## src/hdl/loop_timing_monitor_top_macros.svh

```systemverilog
// Assertion macros for the loop timing monitor.
`ifndef LOOP_TIMING_MONITOR_TOP_MACROS_SVH
`define LOOP_TIMING_MONITOR_TOP_MACROS_SVH

`ifndef ASSERT_OFF
`define LTM_ASSERT(lbl, clk, rstn, prop) \
    lbl: assert property (@(posedge clk) disable iff (!rstn) prop) \
        else $error("loop timing monitor check failed");
`define LTM_ASSERT_NEVER(lbl, clk, rstn, cond) \
    lbl: assert property (@(posedge clk) disable iff (!rstn) !(cond)) \
        else $error("loop timing monitor forbidden condition");
`else
`define LTM_ASSERT(lbl, clk, rstn, prop)
`define LTM_ASSERT_NEVER(lbl, clk, rstn, cond)
`endif

`endif

```

## src/hdl/ltm_pkg.sv

```systemverilog
// ----------------------------------------------------------------------------
// Loop timing monitor package
// Beat types, event codes, register indexes and the configuration bundle.
// ----------------------------------------------------------------------------
`default_nettype none

package ltm_pkg;

    localparam logic [2:0] MODE_TICK    = 3'd0;
    localparam logic [2:0] MODE_BEGIN   = 3'd1;
    localparam logic [2:0] MODE_END     = 3'd2;
    localparam logic [2:0] MODE_CLEAR   = 3'd3;
    localparam logic [2:0] MODE_STOP    = 3'd4;
    localparam logic [2:0] MODE_OBSERVE = 3'd5;

    localparam logic REG_FREQ   = 1'b0;
    localparam logic REG_PERIOD = 1'b1;

    localparam logic [31:0] PERIOD_RESET = 32'd1000;

    typedef struct packed {
        logic [2:0]  mode;
        logic [31:0] stamp;
    } evt_t;

    typedef struct packed {
        logic        pending;
        logic [31:0] last_lat_us;
        logic [31:0] latency_max_us;
        logic [31:0] exec_us;
        logic [31:0] exec_max_us;
        logic [31:0] loops;
        logic [31:0] overruns;
        logic [63:0] exec_sum_us;
        logic [31:0] deadline_left_us;
    } res_t;

    typedef struct packed {
        logic [11:0] freq_mhz;
        logic [31:0] period_usec;
    } cfg_t;

endpackage

`default_nettype wire

```

## src/hdl/ltm_div.sv

```systemverilog
// ----------------------------------------------------------------------------
// Loop timing monitor divider
// Restoring divider, one quotient bit per cycle, shared by all span conversions.
// ----------------------------------------------------------------------------
`default_nettype none

module ltm_div
    import ltm_pkg::*;
#(
    parameter int SW = 32
)
(
    input  wire logic          clk,
    input  wire logic          rst_n,
    input  wire logic          start,
    input  wire logic [SW-1:0] dividend,
    input  wire logic [11:0]   divisor,
    output logic               done,
    output logic [SW-1:0]      quotient
);

    localparam int CW = $clog2(SW + 1);

    logic          busy_reg;
    logic          busy_next;
    logic          done_reg;
    logic          done_next;
    logic [CW-1:0] cnt_reg;
    logic [CW-1:0] cnt_next;
    logic [SW-1:0] dvd_reg;
    logic [SW-1:0] dvd_next;
    logic [11:0]   rem_reg;
    logic [11:0]   rem_next;
    logic [12:0]   shifted;
    logic [13:0]   trial;

    assign shifted = {rem_reg, dvd_reg[SW-1]};
    assign trial   = {1'b0, shifted} - {2'b00, divisor};

    always_comb
    begin
        busy_next = busy_reg;
        done_next = 1'b0;
        cnt_next  = cnt_reg;
        dvd_next  = dvd_reg;
        rem_next  = rem_reg;
        if (start)
        begin
            busy_next = 1'b1;
            cnt_next  = CW'(SW);
            dvd_next  = dividend;
            rem_next  = '0;
        end
        else if (busy_reg)
        begin
            cnt_next = cnt_reg - CW'(1);
            if (trial[13])
            begin
                rem_next = shifted[11:0];
                dvd_next = {dvd_reg[SW-2:0], 1'b0};
            end
            else
            begin
                rem_next = trial[11:0];
                dvd_next = {dvd_reg[SW-2:0], 1'b1};
            end
            if (cnt_reg == CW'(1))
            begin
                busy_next = 1'b0;
                done_next = 1'b1;
            end
        end
    end

    always_ff @(posedge clk or negedge rst_n)
    begin
        if (!rst_n)
        begin
            busy_reg <= 1'b0;
            done_reg <= 1'b0;
            cnt_reg  <= '0;
        end
        else
        begin
            busy_reg <= busy_next;
            done_reg <= done_next;
            cnt_reg  <= cnt_next;
        end
    end

    always_ff @(posedge clk)
    begin
        dvd_reg <= dvd_next;
        rem_reg <= rem_next;
    end

    assign done     = done_reg;
    assign quotient = dvd_reg;

endmodule

`default_nettype wire

```

## src/hdl/ltm_core.sv

```systemverilog
// ----------------------------------------------------------------------------
// Loop timing monitor core
// Event sequencer and diagnostic state, driving the shared divider.
// ----------------------------------------------------------------------------
`default_nettype none

module ltm_core
    import ltm_pkg::*;
#(
    parameter int SW = 32
)
(
    input  wire logic clk,
    input  wire logic rst_n,
    input  wire cfg_t cfg,
    input  wire logic evt_valid,
    output logic      evt_stall,
    input  wire evt_t evt,
    input  wire logic res_ready,
    output logic      res_go,
    output res_t      res_data
);

    typedef enum logic [4:0] {
        S_IDLE = 5'b00001,
        S_SPAN = 5'b00010,
        S_UPD  = 5'b00100,
        S_LEFT = 5'b01000,
        S_OUT  = 5'b10000
    } state_t;

    state_t        state_reg;
    state_t        state_next;
    logic [2:0]    mode_reg;
    logic [2:0]    mode_next;
    logic [SW-1:0] stamp_reg;
    logic [SW-1:0] stamp_next;
    logic [SW-1:0] tick_stamp_reg;
    logic [SW-1:0] tick_stamp_next;
    logic [SW-1:0] begin_stamp_reg;
    logic [SW-1:0] begin_stamp_next;
    logic          pend_reg;
    logic          pend_next;
    logic          seen_reg;
    logic          seen_next;
    logic [31:0]   lat_reg;
    logic [31:0]   lat_next;
    logic [31:0]   lat_max_reg;
    logic [31:0]   lat_max_next;
    logic [31:0]   exe_reg;
    logic [31:0]   exe_next;
    logic [31:0]   exe_max_reg;
    logic [31:0]   exe_max_next;
    logic [31:0]   loops_reg;
    logic [31:0]   loops_next;
    logic [31:0]   ovr_reg;
    logic [31:0]   ovr_next;
    logic [63:0]   sum_reg;
    logic [63:0]   sum_next;
    logic [31:0]   left_reg;
    logic [31:0]   left_next;
    logic          start_reg;
    logic          start_next;
    logic [SW-1:0] dvd_reg;
    logic [SW-1:0] dvd_next;

    logic          div_done;
    logic [SW-1:0] div_quo;
    logic [63:0]   stamp_wide;
    logic [SW-1:0] stamp_in;
    logic [31:0]   span_us;
    logic [SW-1:0] left_from;

    function automatic logic [31:0] sat32(input logic [SW-1:0] q);
        logic [63:0] w;
        w = 64'(q);
        return (w[63:32] != 32'd0) ? 32'hFFFF_FFFF : w[31:0];
    endfunction

    assign stamp_wide = {32'd0, evt.stamp};
    assign stamp_in   = stamp_wide[SW-1:0];
    assign span_us    = (cfg.freq_mhz == 12'd0) ? 32'd0 : sat32(div_quo);
    assign left_from  = (mode_reg == MODE_TICK) ? stamp_reg : tick_stamp_reg;

    ltm_div #(
        .SW(SW)
    ) u_div (
        .clk      (clk),
        .rst_n    (rst_n),
        .start    (start_reg),
        .dividend (dvd_reg),
        .divisor  (cfg.freq_mhz),
        .done     (div_done),
        .quotient (div_quo)
    );

    always_comb
    begin
        state_next       = state_reg;
        mode_next        = mode_reg;
        stamp_next       = stamp_reg;
        tick_stamp_next  = tick_stamp_reg;
        begin_stamp_next = begin_stamp_reg;
        pend_next        = pend_reg;
        seen_next        = seen_reg;
        lat_next         = lat_reg;
        lat_max_next     = lat_max_reg;
        exe_next         = exe_reg;
        exe_max_next     = exe_max_reg;
        loops_next       = loops_reg;
        ovr_next         = ovr_reg;
        sum_next         = sum_reg;
        left_next        = left_reg;
        start_next       = 1'b0;
        dvd_next         = dvd_reg;
        res_go           = 1'b0;

        case (state_reg)
            S_IDLE:
            begin
                if (evt_valid)
                begin
                    mode_next  = evt.mode;
                    stamp_next = stamp_in;
                    if (evt.mode == MODE_BEGIN)
                    begin
                        dvd_next   = stamp_in - tick_stamp_reg;
                        start_next = 1'b1;
                        state_next = S_SPAN;
                    end
                    else if (evt.mode == MODE_END)
                    begin
                        dvd_next   = stamp_in - begin_stamp_reg;
                        start_next = 1'b1;
                        state_next = S_SPAN;
                    end
                    else
                    begin
                        state_next = S_UPD;
                    end
                end
            end
            S_SPAN:
            begin
                if (div_done)
                begin
                    state_next = S_UPD;
                end
            end
            S_UPD:
            begin
                case (mode_reg)
                    MODE_TICK:
                    begin
                        tick_stamp_next = stamp_reg;
                        seen_next       = 1'b1;
                        pend_next       = 1'b1;
                    end
                    MODE_BEGIN:
                    begin
                        begin_stamp_next = stamp_reg;
                        pend_next        = 1'b0;
                        lat_next         = span_us;
                        if (span_us > lat_max_reg)
                        begin
                            lat_max_next = span_us;
                        end
                    end
                    MODE_END:
                    begin
                        exe_next   = span_us;
                        loops_next = loops_reg + 32'd1;
                        sum_next   = sum_reg + 64'(span_us);
                        if (span_us > exe_max_reg)
                        begin
                            exe_max_next = span_us;
                        end
                        if (span_us > cfg.period_usec)
                        begin
                            ovr_next = ovr_reg + 32'd1;
                        end
                    end
                    MODE_CLEAR:
                    begin
                        lat_next     = '0;
                        lat_max_next = '0;
                        exe_next     = '0;
                        exe_max_next = '0;
                        loops_next   = '0;
                        ovr_next     = '0;
                        sum_next     = '0;
                    end
                    MODE_STOP:
                    begin
                        pend_next = 1'b0;
                    end
                    default:
                    begin
                    end
                endcase
                if (cfg.period_usec != 32'd0 && cfg.freq_mhz != 12'd0 &&
                    (seen_reg || mode_reg == MODE_TICK))
                begin
                    dvd_next   = stamp_reg - left_from;
                    start_next = 1'b1;
                    state_next = S_LEFT;
                end
                else
                begin
                    left_next  = '0;
                    state_next = S_OUT;
                end
            end
            S_LEFT:
            begin
                if (div_done)
                begin
                    left_next  = (span_us < cfg.period_usec) ? cfg.period_usec - span_us : 32'd0;
                    state_next = S_OUT;
                end
            end
            S_OUT:
            begin
                if (res_ready)
                begin
                    res_go     = 1'b1;
                    state_next = S_IDLE;
                end
            end
            default:
            begin
                state_next = S_IDLE;
            end
        endcase
    end

    always_ff @(posedge clk or negedge rst_n)
    begin
        if (!rst_n)
        begin
            state_reg       <= S_IDLE;
            start_reg       <= 1'b0;
            tick_stamp_reg  <= '0;
            begin_stamp_reg <= '0;
            pend_reg        <= 1'b0;
            seen_reg        <= 1'b0;
            lat_reg         <= '0;
            lat_max_reg     <= '0;
            exe_reg         <= '0;
            exe_max_reg     <= '0;
            loops_reg       <= '0;
            ovr_reg         <= '0;
            sum_reg         <= '0;
        end
        else
        begin
            state_reg       <= state_next;
            start_reg       <= start_next;
            tick_stamp_reg  <= tick_stamp_next;
            begin_stamp_reg <= begin_stamp_next;
            pend_reg        <= pend_next;
            seen_reg        <= seen_next;
            lat_reg         <= lat_next;
            lat_max_reg     <= lat_max_next;
            exe_reg         <= exe_next;
            exe_max_reg     <= exe_max_next;
            loops_reg       <= loops_next;
            ovr_reg         <= ovr_next;
            sum_reg         <= sum_next;
        end
    end

    always_ff @(posedge clk)
    begin
        mode_reg  <= mode_next;
        stamp_reg <= stamp_next;
        left_reg  <= left_next;
        dvd_reg   <= dvd_next;
    end

    assign evt_stall = (state_reg != S_IDLE);

    always_comb
    begin
        res_data.pending          = pend_reg;
        res_data.last_lat_us      = lat_reg;
        res_data.latency_max_us   = lat_max_reg;
        res_data.exec_us          = exe_reg;
        res_data.exec_max_us      = exe_max_reg;
        res_data.loops            = loops_reg;
        res_data.overruns         = ovr_reg;
        res_data.exec_sum_us      = sum_reg;
        res_data.deadline_left_us = left_reg;
    end

endmodule

`default_nettype wire

```

## src/hdl/loop_timing_monitor_top.sv

```systemverilog
// ----------------------------------------------------------------------------
// Loop timing monitor
// Register port, result register and sequencer core of the loop timing monitor.
// ----------------------------------------------------------------------------
// Each event beat produces one result beat carrying all loop diagnostics after
// the event is applied. A begin or end event runs one or two divisions before
// its result beat and other events at most one, because every conversion from
// cycles to microseconds runs through one shared restoring divider that retires
// one quotient bit per cycle. The core takes a new event in the cycle after the
// previous one has been handed to the result register, which may still hold a
// beat waiting for the consumer.
// Registers: cpu_freq_mhz at byte address 0, the control period in
// microseconds at byte address 4; write them only while the block is idle.
`default_nettype none

`include "loop_timing_monitor_top_macros.svh"

module loop_timing_monitor_top
    import ltm_pkg::*;
#(
    parameter int STAMP_BITS = 32
)
(
    input  wire logic        clk,
    input  wire logic        rst_n,
    input  wire logic        psel,
    input  wire logic        penable,
    input  wire logic        pwrite,
    input  wire logic [2:0]  paddr,
    input  wire logic [31:0] pwdata,
    output logic [31:0]      prdata,
    output logic             pready,
    input  wire logic        evt_valid,
    output logic             evt_stall,
    input  wire evt_t        evt,
    output logic             res_valid,
    input  wire logic        res_stall,
    output res_t             res
);

    logic [11:0] freq_reg;
    logic [11:0] freq_next;
    logic [31:0] period_reg;
    logic [31:0] period_next;
    logic        res_valid_reg;
    logic        res_valid_next;
    res_t        res_reg;
    res_t        res_next;

    cfg_t cfg;
    logic cfg_write;
    logic res_ready;
    logic res_go;
    res_t res_data;

    assign pready    = 1'b1;
    assign cfg_write = psel && penable && pwrite;

    always_comb
    begin
        freq_next   = freq_reg;
        period_next = period_reg;
        if (cfg_write)
        begin
            case (paddr[2])
                REG_FREQ:   freq_next   = pwdata[11:0];
                REG_PERIOD: period_next = pwdata;
                default:    freq_next   = freq_reg;
            endcase
        end
    end

    always_comb
    begin
        case (paddr[2])
            REG_FREQ:   prdata = {20'd0, freq_reg};
            REG_PERIOD: prdata = period_reg;
            default:    prdata = '0;
        endcase
    end

    assign cfg.freq_mhz    = freq_reg;
    assign cfg.period_usec = period_reg;

    ltm_core #(
        .SW(STAMP_BITS)
    ) u_core (
        .clk       (clk),
        .rst_n     (rst_n),
        .cfg       (cfg),
        .evt_valid (evt_valid),
        .evt_stall (evt_stall),
        .evt       (evt),
        .res_ready (res_ready),
        .res_go    (res_go),
        .res_data  (res_data)
    );

    assign res_ready = !res_valid_reg || !res_stall;

    always_comb
    begin
        res_valid_next = res_valid_reg;
        res_next       = res_reg;
        if (res_go)
        begin
            res_valid_next = 1'b1;
            res_next       = res_data;
        end
        else if (!res_stall)
        begin
            res_valid_next = 1'b0;
        end
    end

    always_ff @(posedge clk or negedge rst_n)
    begin
        if (!rst_n)
        begin
            freq_reg      <= '0;
            period_reg    <= PERIOD_RESET;
            res_valid_reg <= 1'b0;
        end
        else
        begin
            freq_reg      <= freq_next;
            period_reg    <= period_next;
            res_valid_reg <= res_valid_next;
        end
    end

    always_ff @(posedge clk)
    begin
        res_reg <= res_next;
    end

    assign res_valid = res_valid_reg;
    assign res       = res_reg;

    `LTM_ASSERT(a_go_needs_room, clk, rst_n, res_go |-> res_ready)
    `LTM_ASSERT(a_accept_then_busy, clk, rst_n, (evt_valid && !evt_stall) |=> evt_stall)
    `LTM_ASSERT(a_go_then_idle, clk, rst_n, res_go |=> !evt_stall)
    `LTM_ASSERT_NEVER(a_go_with_accept, clk, rst_n, res_go && evt_valid && !evt_stall)

endmodule

`default_nettype wire
```

## config.mk

```make
export PLATFORM = sky130hd
export DESIGN_NAME = loop_timing_monitor_top
export DESIGN_NICKNAME = d
export VERILOG_FILES = /design/src/hdl/ltm_pkg.sv /design/src/hdl/ltm_div.sv /design/src/hdl/ltm_core.sv /design/src/hdl/loop_timing_monitor_top.sv
export VERILOG_INCLUDE_DIRS = /design/src /design/src/hdl
export SDC_FILE = /design/constraint.sdc
export NUM_CORES = 1
export LEC_CHECK = 0
export BUFFER_PORTS_ARGS = -buffer_cell sky130_fd_sc_hd__buf_2
export CAP_MARGIN = 5
export CELL_PAD_IN_SITES_DETAIL_PLACEMENT = 0
export CELL_PAD_IN_SITES_GLOBAL_PLACEMENT = 2
export CORE_MARGIN = 4
export CORE_UTILIZATION = 36
export DETAILED_ROUTE_END_ITERATION = 8
export PLACE_DENSITY_LB_ADDON = 0.1
export REMOVE_ABC_BUFFERS = 1
export SYNTH_ARGS = -nofsm -noshare
export SYNTH_HDL_FRONTEND = slang
export SYNTH_SLANG_ARGS = --single-unit
```

## constraint.sdc

```tcl
create_clock -name clk -period 14.5 [get_ports clk]
set_input_delay 2.9 -clock clk [delete_from_list [all_inputs] [get_ports clk]]
set_output_delay 2.9 -clock clk [all_outputs]
set_load 0.01 [all_outputs]
```

==> run metrics <==
status finished clean; root buf cell clkbuf_16; critical path arrival about 7300 ps; CTS Hold Buffers Added 0; fmax between 100 and 150 MHz; Seq cells post-synth 813; Seq/Total Area, Yosys 55.72%; cell count after placement 5,233; Max-cap violations 0; clock buffer depth 3; vias in the first global route ~28,000; DRT iter0 DRCs around 1,700; Synth area leaders edfxtp_1 31%, dfrtp_1 23%, mux2_2 5.5%; Netlist cell types 94; Setup Skew about 23 ps; die width about 340 um; Yosys Warn Count 0; RSZ-0062 raised after global routing false; Crit. End Element flip-flop; setup bufs post-CTS 0; Post-DRT Antenna Nets 0; Syn Inst Count about 3,400; Syn-to-layout area delta 17.15%; # resized after CTS 0; fin crit share 47.72%; fillers 10,670; largest net degree at the start of global routing 121; antenna violations before repair 7; area of the multi-input gates 16,670 um2; final WL 122,900 um; Tmin final between 6000 and 7000 ps; DR pass1 iterations 5; relative slew slack ~34%; Setup crit start kind input pin; final hold violations 0; Port Buffer Count approximately 400; Synth Flop Type edfxtp_1; most numerous cell in the Yosys netlist edfxtp_1; Nets 4,090; Synth Cell Area 40,190 um2; Hold Path Cell Cnt 0; slew at the pin closest to its max-slew limit ~1000 ps; GRT overflow 0; Setup Viol. Count Final 0; Worst-Skew Late Latency about 670 ps; static leakage roughly 20 nW; CTS tree yes; crit path max fanout 32; max reg flops a little under 300; Clk pin slew, worst setup/hold paths 60 ps; VDD IR-drop max approximately 0.095 mV; FF/Latch Area ~22,000 um2; Die ar. 117,100 um2; layout cells sized above 1 22.66%; cells on worst reg2reg path 15; drc violations 0; syn avg cell area around 12 um2; critical path type in2reg; IO Pins roughly 400; Final HPWL DP between 80,000 and 90,000 um; Post-synth top cells 420 x edfxtp_1, 374 x dfrtp_1, 283 x nand2_1; Synth area leader edfxtp_1; RePlAce Congestion roughly 0.83; Post-synth EDFFs between 400 and 500; Slew Limit Fails 0; Total GRT Usage between 20% and 30%; via count about 28,000; core area ~110,000 um2; Die Ht about 340 um; top cell type's share of synthesized area 31.38%; Min-Delay Path Class reg2reg; Vias/cell around 5.2; Pwr Density roughly 210 nW/um2; DR WL/cell approximately 23 um; cts bufs inserted about 90; fin cells between 5,000 and 6,000; Worst EP required around 15,000 ps; clock sinks slightly above 800; H-tree depth 3; ys async rst share between 40% and 50%; first-pass GRT wire length roughly 180,000 um; Initial Utilization 36.27%; total power 10.06 mW; Layout Utilization 42.49%; site row count between 100 and 150
## worst paths after layout
path                                      from                  end  slack (ps)
max                                    evt[34]   u_core.dvd_reg[31]        7580
min in group asynchronous                rst_n    u_core.ovr_reg[5]        2260
min reg2reg                u_core.left_reg[14]              res[14]         400
min                        u_core.left_reg[14]              res[14]         400
max reg2reg                        freq_reg[1]   u_core.ovr_reg[24]        8060
max in group asynchronous                rst_n  u_core.loops_reg[0]        9940
## metrics by stage
stage          worst slack, ps  hold slack [ps]  cell area, um2  setup TNS, ps
2_1_floorplan            -3294            400.3           39590        -952010
3_3_place_gp              6870            403.3           43900              0
3_5_place_dp              6891            404.5           43900              0
4_1_cts                   7576            401.4           47080              0
5_1_grt                   7295            413.9           47080              0
6_report                  7581            399.7           47090              0
## layout make-up
| type | count | share of cell area (%) |
|---|---|---|
| Tap cell | 1488 | 3.954 |
| Clock buffer | 118 | 5.423 |
| Timing Repair Buffer | 445 | 5.033 |
| Multi-Input combinational cell | 2327 | 35.41 |
| Clock inverter | 56 | 1.318 |
| Sequential cell | 813 | 47.56 |
| Antenna cell | 4 | 0.02126 |
| Inverter | 160 | 1.275 |
## where the power goes
part | switching (mW) | internal (mW) | total, mW
Sequential | 0.474 | 3.08 | 3.55
Clock | 0.997 | 1.42 | 2.42
Combinational | 2.40 | 1.69 | 4.10
## layer usage
metal  vias up  global-route usage [%]  wire length [um]  part of all wire (%)
met2       603                   32.95             56350                    46
li1      13480                       -                 -                     -
met5         -                       0                28                 0.023
met1     13800                   29.22             57740                    47
met4         4                   5.244              2607                   2.1
met3       129                   3.471              6218                   5.1
## layout by cell type, fill, tap and decap left out, drive strengths merged, types with 18 or more instances in the layout
cell / synthesis / final
xor2: 74 / 74
buf: 30 / 445
and3: 31 / 31
or3: 60 / 60
o211ai: 20 / 20
nor2b: 18 / 18
clkbuf: 112 / 118
a211oi: 26 / 26
a21o: 57 / 57
nor2: 226 / 226
nor4: 27 / 27
nor3: 52 / 52
nand3: 74 / 74
and2: 32 / 32
mux2i: 90 / 90
nand4: 45 / 45
o31ai: 59 / 59
xnor2: 91 / 91
inv: 159 / 163
a31oi: 30 / 30
clkinv: 1 / 36
ha: 169 / 169
mux2: 236 / 236
dfrtp: 374 / 374
or4: 26 / 26
o21ai: 180 / 180
a21oi: 180 / 180
nand2: 283 / 283
edfxtp: 420 / 420
nand2b: 32 / 32
## logic make-up after synthesis
logic type / Yosys count / synth area share, %
other cells: 1 / 0.009330
fa+ha+maj: 187 / 5.833
xor+xnor: 165 / 3.595
buf+inv: 302 / 3.010
simple gates: 960 / 11.73
mux: 326 / 9.133
compound gates: 688 / 10.97
flops: 813 / 55.72
## critical path, cell delays in order
cell and delay, ps:
buf_2 120, nor3b_2 180, buf_4 600, mux2_2 410, ha_1 190, nor2b_1 210, o31ai_1 150, a211oi_1 410
o211ai_1 270, o21ai_0 450, nand4_1 250, o31ai_1 600, a41oi_1 210, xnor2_1 200, mux2i_1 100
No activity file was read; power rests on OpenSTA's default activity.
